**config.mk**
```make
export PLATFORM = sky130hd
export DESIGN_NAME = lfu_cache_replacement_with_freshness_core
export DESIGN_NICKNAME = d
export VERILOG_FILES = /design/src/lfu_pkg.sv /design/src/lfu_cache_replacement_with_freshness_core.sv /design/src/lfu_ctrl.sv /design/src/lfu_datapath.sv
export SDC_FILE = /design/constraint.sdc
export NUM_CORES = 2
export LEC_CHECK = 0
export BUFFER_PORTS_ARGS = -buffer_cell sky130_fd_sc_hd__buf_2
export CAP_MARGIN = 20
export CORE_ASPECT_RATIO = 0.9
export CORE_MARGIN = 2
export CORE_UTILIZATION = 53
export CTS_CLUSTER_SIZE = 25
export DETAILED_ROUTE_END_ITERATION = 12
export MAX_ROUTING_LAYER = met4
export PLACE_DENSITY = 0.83
export SYNTH_ARGS = -nofsm -noshare
export SYNTH_HDL_FRONTEND = slang
export SYNTH_SLANG_ARGS = --single-unit
export TNS_END_PERCENT = 30
```
**constraint.sdc**
```tcl
create_clock -name clk -period 9.6 [get_ports clk]
set_input_delay 0.96 -clock clk [delete_from_list [all_inputs] [get_ports clk]]
set_output_delay 0.96 -clock clk [all_outputs]
set_load 0.05 [all_outputs]
```
**src/lfu_pkg.sv**
```systemverilog
`timescale 1ns / 1ps
`default_nettype none

package lfu_pkg;

    localparam int ENTRIES_DEF    = 16;
    localparam int COUNT_BITS_DEF = 16;
    localparam int TAG_W          = 64;
    localparam int TIME_W         = 32;
    localparam int ORDER_W        = 32;
    localparam int OP_W           = 3;
    localparam int CAP_W          = 5;
    localparam int UCOUNT_W       = 16;
    localparam int CFG_IDX_W      = 1;

    localparam logic [OP_W-1:0] OP_LOOKUP    = 3'd0;
    localparam logic [OP_W-1:0] OP_INSERT    = 3'd1;
    localparam logic [OP_W-1:0] OP_EVICTABLE = 3'd2;
    localparam logic [OP_W-1:0] OP_EVICT     = 3'd3;
    localparam logic [OP_W-1:0] OP_REMOVE    = 3'd4;

    localparam logic [CFG_IDX_W-1:0] REG_CAPACITY  = 1'b0;
    localparam logic [CFG_IDX_W-1:0] REG_FRESHNESS = 1'b1;

    typedef struct packed {
        logic start;
        logic scan_clear;
        logic scan_step;
        logic apply;
        logic out_load;
    } lfu_cmd_t;

    typedef struct packed {
        logic scan_last;
    } lfu_status_t;

endpackage

`default_nettype wire

```
**src/lfu_cache_replacement_with_freshness_core.sv**
```systemverilog
`timescale 1ns / 1ps
`default_nettype none

// LFU replacement policy with freshness protection for up to ENTRIES tags. Every
// request is captured on acceptance, then a sequential scan of the table entries
// finds the tag, the first free slot and the oldest stale lowest-count entry, and
// then the table is updated and the result loaded once the output register is free.
// Requests are handled one at a time; in_stall is low only while idle.

module lfu_cache_replacement_with_freshness_core
#(
    parameter int ENTRIES    = lfu_pkg::ENTRIES_DEF,
    parameter int COUNT_BITS = lfu_pkg::COUNT_BITS_DEF
)
(
    input  wire logic                             clk,
    input  wire logic                             rst_n,
    input  wire logic                             in_valid,
    output logic                                  in_stall,
    input  wire logic [lfu_pkg::OP_W-1:0]         operation,
    input  wire logic [lfu_pkg::TAG_W-1:0]        name_tag,
    input  wire logic [15:0]                      candidate_count,
    input  wire logic [lfu_pkg::TIME_W-1:0]       now_ms,
    output logic                                  out_valid,
    input  wire logic                             out_stall,
    output logic                                  hit,
    output logic                                  full_res,
    output logic                                  evictable,
    output logic                                  evicted,
    output logic [lfu_pkg::TAG_W-1:0]             evicted_tag,
    output logic [lfu_pkg::UCOUNT_W-1:0]          use_count,
    output logic                                  refused,
    input  wire logic                             cfg_valid,
    output logic                                  cfg_ready,
    input  wire logic [lfu_pkg::CFG_IDX_W-1:0]    cfg_index,
    input  wire logic [31:0]                      cfg_data
);

    lfu_pkg::lfu_cmd_t              cmd;
    lfu_pkg::lfu_status_t           status;
    logic [lfu_pkg::CAP_W-1:0]      capacity_reg;
    logic [lfu_pkg::TIME_W-1:0]     freshness_reg;

    assign cfg_ready = 1'b1;

    always_ff @(posedge clk or negedge rst_n)
    begin
        if (!rst_n)
        begin
            capacity_reg  <= lfu_pkg::CAP_W'(16);
            freshness_reg <= '0;
        end
        else if (cfg_valid)
        begin
            case (cfg_index)
                lfu_pkg::REG_CAPACITY:  capacity_reg  <= cfg_data[lfu_pkg::CAP_W-1:0];
                lfu_pkg::REG_FRESHNESS: freshness_reg <= cfg_data;
                default:                freshness_reg <= freshness_reg;
            endcase
        end
    end

    lfu_ctrl u_ctrl
    (
        .clk       (clk),
        .rst_n     (rst_n),
        .in_valid  (in_valid),
        .in_stall  (in_stall),
        .out_valid (out_valid),
        .out_stall (out_stall),
        .status    (status),
        .cmd       (cmd)
    );

    lfu_datapath #(
        .ENTRIES    (ENTRIES),
        .COUNT_BITS (COUNT_BITS)
    ) u_datapath
    (
        .clk             (clk),
        .rst_n           (rst_n),
        .cmd             (cmd),
        .status          (status),
        .operation       (operation),
        .name_tag        (name_tag),
        .candidate_count (candidate_count),
        .now_ms          (now_ms),
        .capacity        (capacity_reg),
        .freshness_limit (freshness_reg),
        .hit             (hit),
        .full_res        (full_res),
        .evictable       (evictable),
        .evicted         (evicted),
        .evicted_tag     (evicted_tag),
        .use_count       (use_count),
        .refused         (refused)
    );

endmodule

`default_nettype wire

```
**src/lfu_ctrl.sv**
```systemverilog
`timescale 1ns / 1ps
`default_nettype none

module lfu_ctrl
(
    input  wire logic                clk,
    input  wire logic                rst_n,
    input  wire logic                in_valid,
    output logic                     in_stall,
    output logic                     out_valid,
    input  wire logic                out_stall,
    input  wire lfu_pkg::lfu_status_t status,
    output lfu_pkg::lfu_cmd_t        cmd
);

    typedef enum logic [1:0] {
        ST_IDLE,
        ST_SCAN,
        ST_APPLY,
        ST_OUT
    } state_t;

    state_t state_reg;
    state_t state_next;
    logic   out_valid_reg;
    logic   out_valid_next;
    logic   accept;

    assign in_stall  = (state_reg != ST_IDLE);
    assign accept    = in_valid && !in_stall;
    assign out_valid = out_valid_reg;

    always_comb
    begin
        state_next       = state_reg;
        out_valid_next   = out_valid_reg;
        cmd              = '0;
        if (out_valid_reg && !out_stall)
        begin
            out_valid_next = 1'b0;
        end
        case (state_reg)
            ST_IDLE:
            begin
                if (accept)
                begin
                    cmd.start      = 1'b1;
                    cmd.scan_clear = 1'b1;
                    state_next     = ST_SCAN;
                end
            end
            ST_SCAN:
            begin
                cmd.scan_step = 1'b1;
                if (status.scan_last)
                begin
                    state_next = ST_APPLY;
                end
            end
            ST_APPLY:
            begin
                if (!out_valid_reg || !out_stall)
                begin
                    cmd.apply      = 1'b1;
                    cmd.out_load   = 1'b1;
                    out_valid_next = 1'b1;
                    state_next     = ST_IDLE;
                end
            end
            ST_OUT:
            begin
                state_next = ST_IDLE;
            end
            default:
            begin
                state_next = ST_IDLE;
            end
        endcase
    end

    always_ff @(posedge clk or negedge rst_n)
    begin
        if (!rst_n)
        begin
            state_reg     <= ST_IDLE;
            out_valid_reg <= 1'b0;
        end
        else
        begin
            state_reg     <= state_next;
            out_valid_reg <= out_valid_next;
        end
    end

endmodule

`default_nettype wire

```
**src/lfu_datapath.sv**
```systemverilog
`timescale 1ns / 1ps
`default_nettype none

module lfu_datapath
#(
    parameter int ENTRIES    = lfu_pkg::ENTRIES_DEF,
    parameter int COUNT_BITS = lfu_pkg::COUNT_BITS_DEF
)
(
    input  wire logic                          clk,
    input  wire logic                          rst_n,
    input  wire lfu_pkg::lfu_cmd_t             cmd,
    output lfu_pkg::lfu_status_t               status,
    input  wire logic [lfu_pkg::OP_W-1:0]      operation,
    input  wire logic [lfu_pkg::TAG_W-1:0]     name_tag,
    input  wire logic [15:0]                   candidate_count,
    input  wire logic [lfu_pkg::TIME_W-1:0]    now_ms,
    input  wire logic [lfu_pkg::CAP_W-1:0]     capacity,
    input  wire logic [lfu_pkg::TIME_W-1:0]    freshness_limit,
    output logic                               hit,
    output logic                               full_res,
    output logic                               evictable,
    output logic                               evicted,
    output logic [lfu_pkg::TAG_W-1:0]          evicted_tag,
    output logic [lfu_pkg::UCOUNT_W-1:0]       use_count,
    output logic                               refused
);

    localparam int IDX_W = $clog2(ENTRIES);
    localparam int OCC_W = $clog2(ENTRIES + 1);
    localparam logic [COUNT_BITS-1:0] COUNT_MAX = {COUNT_BITS{1'b1}};

    logic [ENTRIES-1:0]            valid_reg;
    logic [lfu_pkg::TAG_W-1:0]     tag_mem   [ENTRIES];
    logic [COUNT_BITS-1:0]         count_mem [ENTRIES];
    logic [lfu_pkg::TIME_W-1:0]    stamp_mem [ENTRIES];
    logic [lfu_pkg::ORDER_W-1:0]   order_mem [ENTRIES];
    logic [lfu_pkg::ORDER_W-1:0]   order_cnt_reg;
    logic [OCC_W-1:0]              occ_reg;

    logic [lfu_pkg::OP_W-1:0]      op_reg;
    logic [lfu_pkg::TAG_W-1:0]     tag_reg;
    logic [15:0]                   cand_reg;
    logic [lfu_pkg::TIME_W-1:0]    now_reg;

    logic [IDX_W-1:0]              idx_reg;
    logic                          match_reg;
    logic [IDX_W-1:0]              match_idx_reg;
    logic                          free_reg;
    logic [IDX_W-1:0]              free_idx_reg;
    logic                          any_reg;
    logic [COUNT_BITS-1:0]         min_reg;
    logic                          vic_reg;
    logic [IDX_W-1:0]              vic_idx_reg;
    logic [lfu_pkg::ORDER_W-1:0]   vic_age_reg;

    logic                          e_valid;
    logic [COUNT_BITS-1:0]         e_count;
    logic                          e_stale;
    logic [lfu_pkg::ORDER_W-1:0]   e_age;
    logic                          table_full;
    logic [OCC_W-1:0]              occ_after;
    logic                          full_after;
    logic [COUNT_BITS-1:0]         inc_count;

    assign e_valid = valid_reg[idx_reg];
    assign e_count = count_mem[idx_reg];
    assign e_stale = (now_reg - stamp_mem[idx_reg]) >= freshness_limit;
    assign e_age   = order_cnt_reg - order_mem[idx_reg];
    assign status.scan_last = (idx_reg == IDX_W'(ENTRIES - 1));

    assign table_full = ({{(32-OCC_W){1'b0}}, occ_reg} >= {27'd0, capacity})
                        || (occ_reg == OCC_W'(ENTRIES));
    assign inc_count  = (count_mem[match_idx_reg] < COUNT_MAX)
                        ? count_mem[match_idx_reg] + 1'b1 : count_mem[match_idx_reg];

    // One entry per cycle: tag match, first free slot, and the running minimum
    // with its oldest stale holder, restarted whenever a lower count shows up.
    always_ff @(posedge clk)
    begin
        if (cmd.start)
        begin
            op_reg   <= operation;
            tag_reg  <= name_tag;
            cand_reg <= candidate_count;
            now_reg  <= now_ms;
        end
        if (cmd.scan_clear)
        begin
            idx_reg   <= '0;
            match_reg <= 1'b0;
            free_reg  <= 1'b0;
            any_reg   <= 1'b0;
            vic_reg   <= 1'b0;
        end
        else if (cmd.scan_step)
        begin
            idx_reg <= idx_reg + 1'b1;
            if (e_valid && tag_mem[idx_reg] == tag_reg && !match_reg)
            begin
                match_reg     <= 1'b1;
                match_idx_reg <= idx_reg;
            end
            if (!e_valid && !free_reg)
            begin
                free_reg     <= 1'b1;
                free_idx_reg <= idx_reg;
            end
            if (e_valid)
            begin
                if (!any_reg || e_count < min_reg)
                begin
                    any_reg     <= 1'b1;
                    min_reg     <= e_count;
                    vic_reg     <= e_stale;
                    vic_idx_reg <= idx_reg;
                    vic_age_reg <= e_age;
                end
                else if (e_count == min_reg && e_stale && (!vic_reg || e_age > vic_age_reg))
                begin
                    vic_reg     <= 1'b1;
                    vic_idx_reg <= idx_reg;
                    vic_age_reg <= e_age;
                end
            end
        end
    end

    always_comb
    begin
        occ_after = occ_reg;
        case (op_reg)
            lfu_pkg::OP_INSERT:
            begin
                if (!match_reg && !table_full)
                begin
                    occ_after = occ_reg + 1'b1;
                end
            end
            lfu_pkg::OP_EVICT:
            begin
                if (any_reg && vic_reg)
                begin
                    occ_after = occ_reg - 1'b1;
                end
            end
            lfu_pkg::OP_REMOVE:
            begin
                if (match_reg)
                begin
                    occ_after = occ_reg - 1'b1;
                end
            end
            default:
            begin
                occ_after = occ_reg;
            end
        endcase
        full_after = ({{(32-OCC_W){1'b0}}, occ_after} >= {27'd0, capacity})
                     || (occ_after == OCC_W'(ENTRIES));
    end

    always_ff @(posedge clk)
    begin
        if (cmd.apply)
        begin
            if (op_reg == lfu_pkg::OP_LOOKUP && match_reg)
            begin
                count_mem[match_idx_reg] <= inc_count;
                order_mem[match_idx_reg] <= order_cnt_reg;
            end
            if (op_reg == lfu_pkg::OP_INSERT && !match_reg && !table_full)
            begin
                tag_mem[free_idx_reg]   <= tag_reg;
                count_mem[free_idx_reg] <= COUNT_BITS'(1);
                stamp_mem[free_idx_reg] <= now_reg;
                order_mem[free_idx_reg] <= order_cnt_reg;
            end
        end
        if (cmd.out_load)
        begin
            hit         <= 1'b0;
            evictable   <= 1'b0;
            evicted     <= 1'b0;
            evicted_tag <= '0;
            use_count   <= '0;
            refused     <= 1'b0;
            full_res    <= full_after;
            case (op_reg)
                lfu_pkg::OP_LOOKUP:
                begin
                    hit <= match_reg;
                    if (match_reg)
                    begin
                        use_count <= lfu_pkg::UCOUNT_W'({{32{1'b0}}, inc_count});
                    end
                end
                lfu_pkg::OP_INSERT:
                begin
                    hit     <= match_reg;
                    refused <= match_reg || table_full;
                end
                lfu_pkg::OP_EVICTABLE:
                begin
                    evictable <= !any_reg || ({16'd0, cand_reg} >= 32'(min_reg)) || vic_reg;
                end
                lfu_pkg::OP_EVICT:
                begin
                    if (any_reg && vic_reg)
                    begin
                        evicted     <= 1'b1;
                        evicted_tag <= tag_mem[vic_idx_reg];
                    end
                end
                lfu_pkg::OP_REMOVE:
                begin
                    if (match_reg)
                    begin
                        hit         <= 1'b1;
                        evicted     <= 1'b1;
                        evicted_tag <= tag_mem[match_idx_reg];
                    end
                end
                default:
                begin
                    hit <= 1'b0;
                end
            endcase
        end
    end

    always_ff @(posedge clk or negedge rst_n)
    begin
        if (!rst_n)
        begin
            valid_reg     <= '0;
            order_cnt_reg <= '0;
            occ_reg       <= '0;
        end
        else if (cmd.apply)
        begin
            occ_reg <= occ_after;
            case (op_reg)
                lfu_pkg::OP_LOOKUP:
                begin
                    if (match_reg)
                    begin
                        order_cnt_reg <= order_cnt_reg + 1'b1;
                    end
                end
                lfu_pkg::OP_INSERT:
                begin
                    if (!match_reg && !table_full)
                    begin
                        valid_reg[free_idx_reg] <= 1'b1;
                        order_cnt_reg           <= order_cnt_reg + 1'b1;
                    end
                end
                lfu_pkg::OP_EVICT:
                begin
                    if (any_reg && vic_reg)
                    begin
                        valid_reg[vic_idx_reg] <= 1'b0;
                    end
                end
                lfu_pkg::OP_REMOVE:
                begin
                    if (match_reg)
                    begin
                        valid_reg[match_idx_reg] <= 1'b0;
                    end
                end
                default:
                begin
                    order_cnt_reg <= order_cnt_reg;
                end
            endcase
        end
    end

endmodule

`default_nettype wire

```
==> results.md <==
* # rows at 169
* Simple-gate area share of the yosys netlist at 0.02621
* Final setup vio count at 0
* Reg with most FFs: u_datapath.tag_mem
* Crit-path most repeated cell: a21oi_1
* Synth Area in Compound Gates at 0.03240
* Syn Area/Cell at 19.18 µm²
* Switching Share at 0.3320
* PortBufs at 239
* Worst slew pin tran at 1.288 ns
* Seq. cell area at 79770 µm²
* Initial Utilization at 0.5341
* Die width at 518.0 µm
* Largest registers: u_datapath.tag_mem x1024, u_datapath.order_mem x512, u_datapath.stamp_mem x512
* Skew-Pair Late Insertion Delay at 0.95 ns
* CP max FO at 49
* Max_cap viols at 0
* Clock power frac at 0.282
* DRT Wirelength at 361.5 mm
* Crit end category: flip-flop
* Post-Synth XOR/XNOR Area at 0.01181
* I/O Pins at 241
* Routability cong. at 0.9437
* Initial antenna violation count at 24
* Post-CTS Setup Repair Bufs at 0
* NumNets Final at 7165
* Slowest stage delay, CP at 0.89 ns
* Mux contribution to synthesized area at 0.2538
* Gr ovfl total at 0
* CTS hold repair buffers at 0
* Post-Syn Area at 126000 µm²
* RSZ-0062 raised after global routing: false
* Psw at 12660 µW
* CORE AREA at 236000 µm²
* Layout cells sized above 1 at 0.3107
* Post-CTS sizing at 0
* Largest family of logic cells by synthesized area: multiplexers
* Ys async rst share at 0.03474
* Syn_nets at 6899
* Final worst path period need at 8.227 ns
* CP arrival at 8.77 ns
* CTS tree: built
* # clock sinks at 2677
* CP required at 10.15 ns
* Crit-path slowest cell: dfxtp_4
* YS warnings at 0
* Detailed Place HPWL at 196.9 mm
* #FFs+latches synth at 2677
* R2R Setup Slk at 1.37 ns
* Clk slew on worst S/H paths at 0.06 ns
* Inserted Clock Buffers at 286
* Peak supply drop at 0.0002913 V
* Status: complete, no violations
* Chip height at 466.6 µm
* Clock Skews at 0.06675 ns
* Distinct cells, synth at 88
* 1st-pass router iterations at 11
* Drt drc at 0
* Critical path launch point type: flip-flop
* Static Leak at 0.04600 µW
* Fin cells at 10220
* Fin crit share at 0.8569
* Vias per cell at 7.199
* Hold Violations, Final at 0
* Hold slack final at 0.1841 ns
* Fmax at 121.6 MHz
* Via count of the routed design at 73540
* Worst path cell trace: buf_4, mux4_2, mux4_2, inv_1, ha_1, a21o_1, a21o_1, a21oi_1, a21boi_0, nor2_1, nor4_1, o31ai_1, a21oi_1, xnor2_1, ha_1, nand4_1, or2_2, nor3_1, o21ai_0, nor4_1, a21oi_1, o21ai_4, buf_4
* Synth Flop Type: edfxtp_1
* Relative max-transition margin at 0.1320
* Sequential share of the synthesized area at 0.6326
* Final max-slew violation count at 0
* Global-route wire length before repair at 520.1 mm
* Setup TNS at 0 ns
* Hold WC Path Type: in2async
* Cell area power density at 273.1 nW/µm²
* Die area at 241700 µm²
* Max FFs per register at 1024
* GRT Total Usage at 0.3063
* Vias in the first global route at 74010
* Synth-to-Final Area Change at 10.79%
* Max clock buf depth at 4
* H-tree levels at 5
* DP Cell Count at 9705
* Logic pwr share at 0.350
* Multi-input gate area at 43350 µm²
* Cells after Synth at 6570
* Routed length per placed instance at 35.39 µm
* Sequential share of power at 0.369
* Root Driver: clkbuf_16
* Worst Setup Path Type: reg2reg
* Post-Synth Adder-Cell Area at 0.01759
* Largest net degree at the start of global routing at 163
* Fillers at 16200
* Routed Antenna Nets at 0
* Post-synth EDFFs at 2564
* Internal power at 25470 µW
* Number of DRC markers in iteration 0 at 13160
## cells in the mapped netlist (all sizes together), types with 92 or more instances
master     n  area [µm²]
mux2i    149        1491
dfrtp     92        2302
nor2     169       634.4
clkbuf   158       616.8
o22ai     92       575.6
nand2    211       792.0
xnor2    117        1025
a21oi    137       685.7
buf      225        1413
inv      313        1175
edfxtp  2564       76990
o21ai    121       605.6
mux4    1309       29590
ha       174        2177
## worst max-delay path: cells and delay by family (launching register included)
family | cells | cell delay, ns
AOI/OAI and AO/OA | 9 | 2.18
and+or+nand+nor | 6 | 1.75
buffers and inverters | 3 | 1.27
DFF | 1 | 0.89
muxes | 2 | 0.89
adders and majority gates | 2 | 0.61
xor gates and xnor gates | 1 | 0.09
## power by group through the flow
stage          Sequential, µW  Combinational [µW]  Clock [µW]
6_report                14100               13300       10700
5_1_grt                 14100               14000       11200
4_1_cts                 14100               13000       10800
3_5_place_dp            14300               12800           0
3_3_place_gp            14300               12600           0
2_1_floorplan           13800                9730           0
## metrics by stage
| step | area, µm² | util | setup WS [ns] | total power (µW) |
|---|---|---|---|---|
| floorplan | 126000 | - | 0.5008 | 23570 |
| global placement | 130600 | 0.5533 | 1.476 | 26900 |
| detailed placement | 130600 | 0.5534 | 1.351 | 27140 |
| CTS | 139400 | 0.5908 | 1.118 | 37900 |
| global route | 139600 | 0.5916 | 0.8901 | 39350 |
| finish | 139600 | 0.5917 | 1.373 | 38130 |
## path summary, 6_finish.rpt
kind,startpoint,end,cells after the start
max,flip-flop,u_datapath.vic_age_reg[12],23
min,rst_n,u_datapath.occ_reg[3],1
max reg2reg,flip-flop,u_datapath.vic_age_reg[12],23
min reg2reg,u_datapath.free_reg,u_datapath.free_reg,2
max in group asynchronous,rst_n,u_datapath.order_cnt_reg[23],2
min in group clk,name_tag[17],u_datapath.tag_reg[17],1
## cells in the final DEF (no fill, tap or decap), types with 117 or more instances in the layout
master / count
xnor2_1: 117
a21oi_1: 137
o21ai_0: 118
clkbuf_16: 290
ha_1: 174
edfxtp_1: 2564
mux4_2: 1280
mux2i_1: 149
buf_2: 238
nor2_1: 136
nand2_1: 209
inv_1: 309
## metal layers
layer	part of all wire	track usage	up-vias	wire length [µm]
li1	-	-	28160	-
met1	0.34	0.3956	37700	123700
met2	0.46	0.4555	6453	167500
met3	0.13	0.07329	1230	47600
met4	0.063	0.1622	0	22710
met5	0	-	-	0
## area by class of cell
type | instances | share of cell area
Antenna cell | 20 | 0.0003584
Clock buffer | 364 | 0.05454
Tap cell | 3163 | 0.02834
Clock inverter | 120 | 0.008701
Sequential cell | 2677 | 0.5713
Multi-Input combinational cell | 3195 | 0.3105
Inverter | 313 | 0.008504
Timing Repair Buffer | 363 | 0.01776
## kinds of logic (layout without fill, tap and decap cells)
logic type / Yosys count / count (layout)
AOI/OAI and AO/OA: 627 / 627
xor gates and xnor gates: 170 / 170
muxes: 1537 / 1537
and+or+nand+nor: 684 / 684
other: 1 / 21
DFF: 2677 / 2677
adders and majority gates: 176 / 176
buffers and inverters: 698 / 1160
Note: power is estimated with default switching activity, not from simulation.
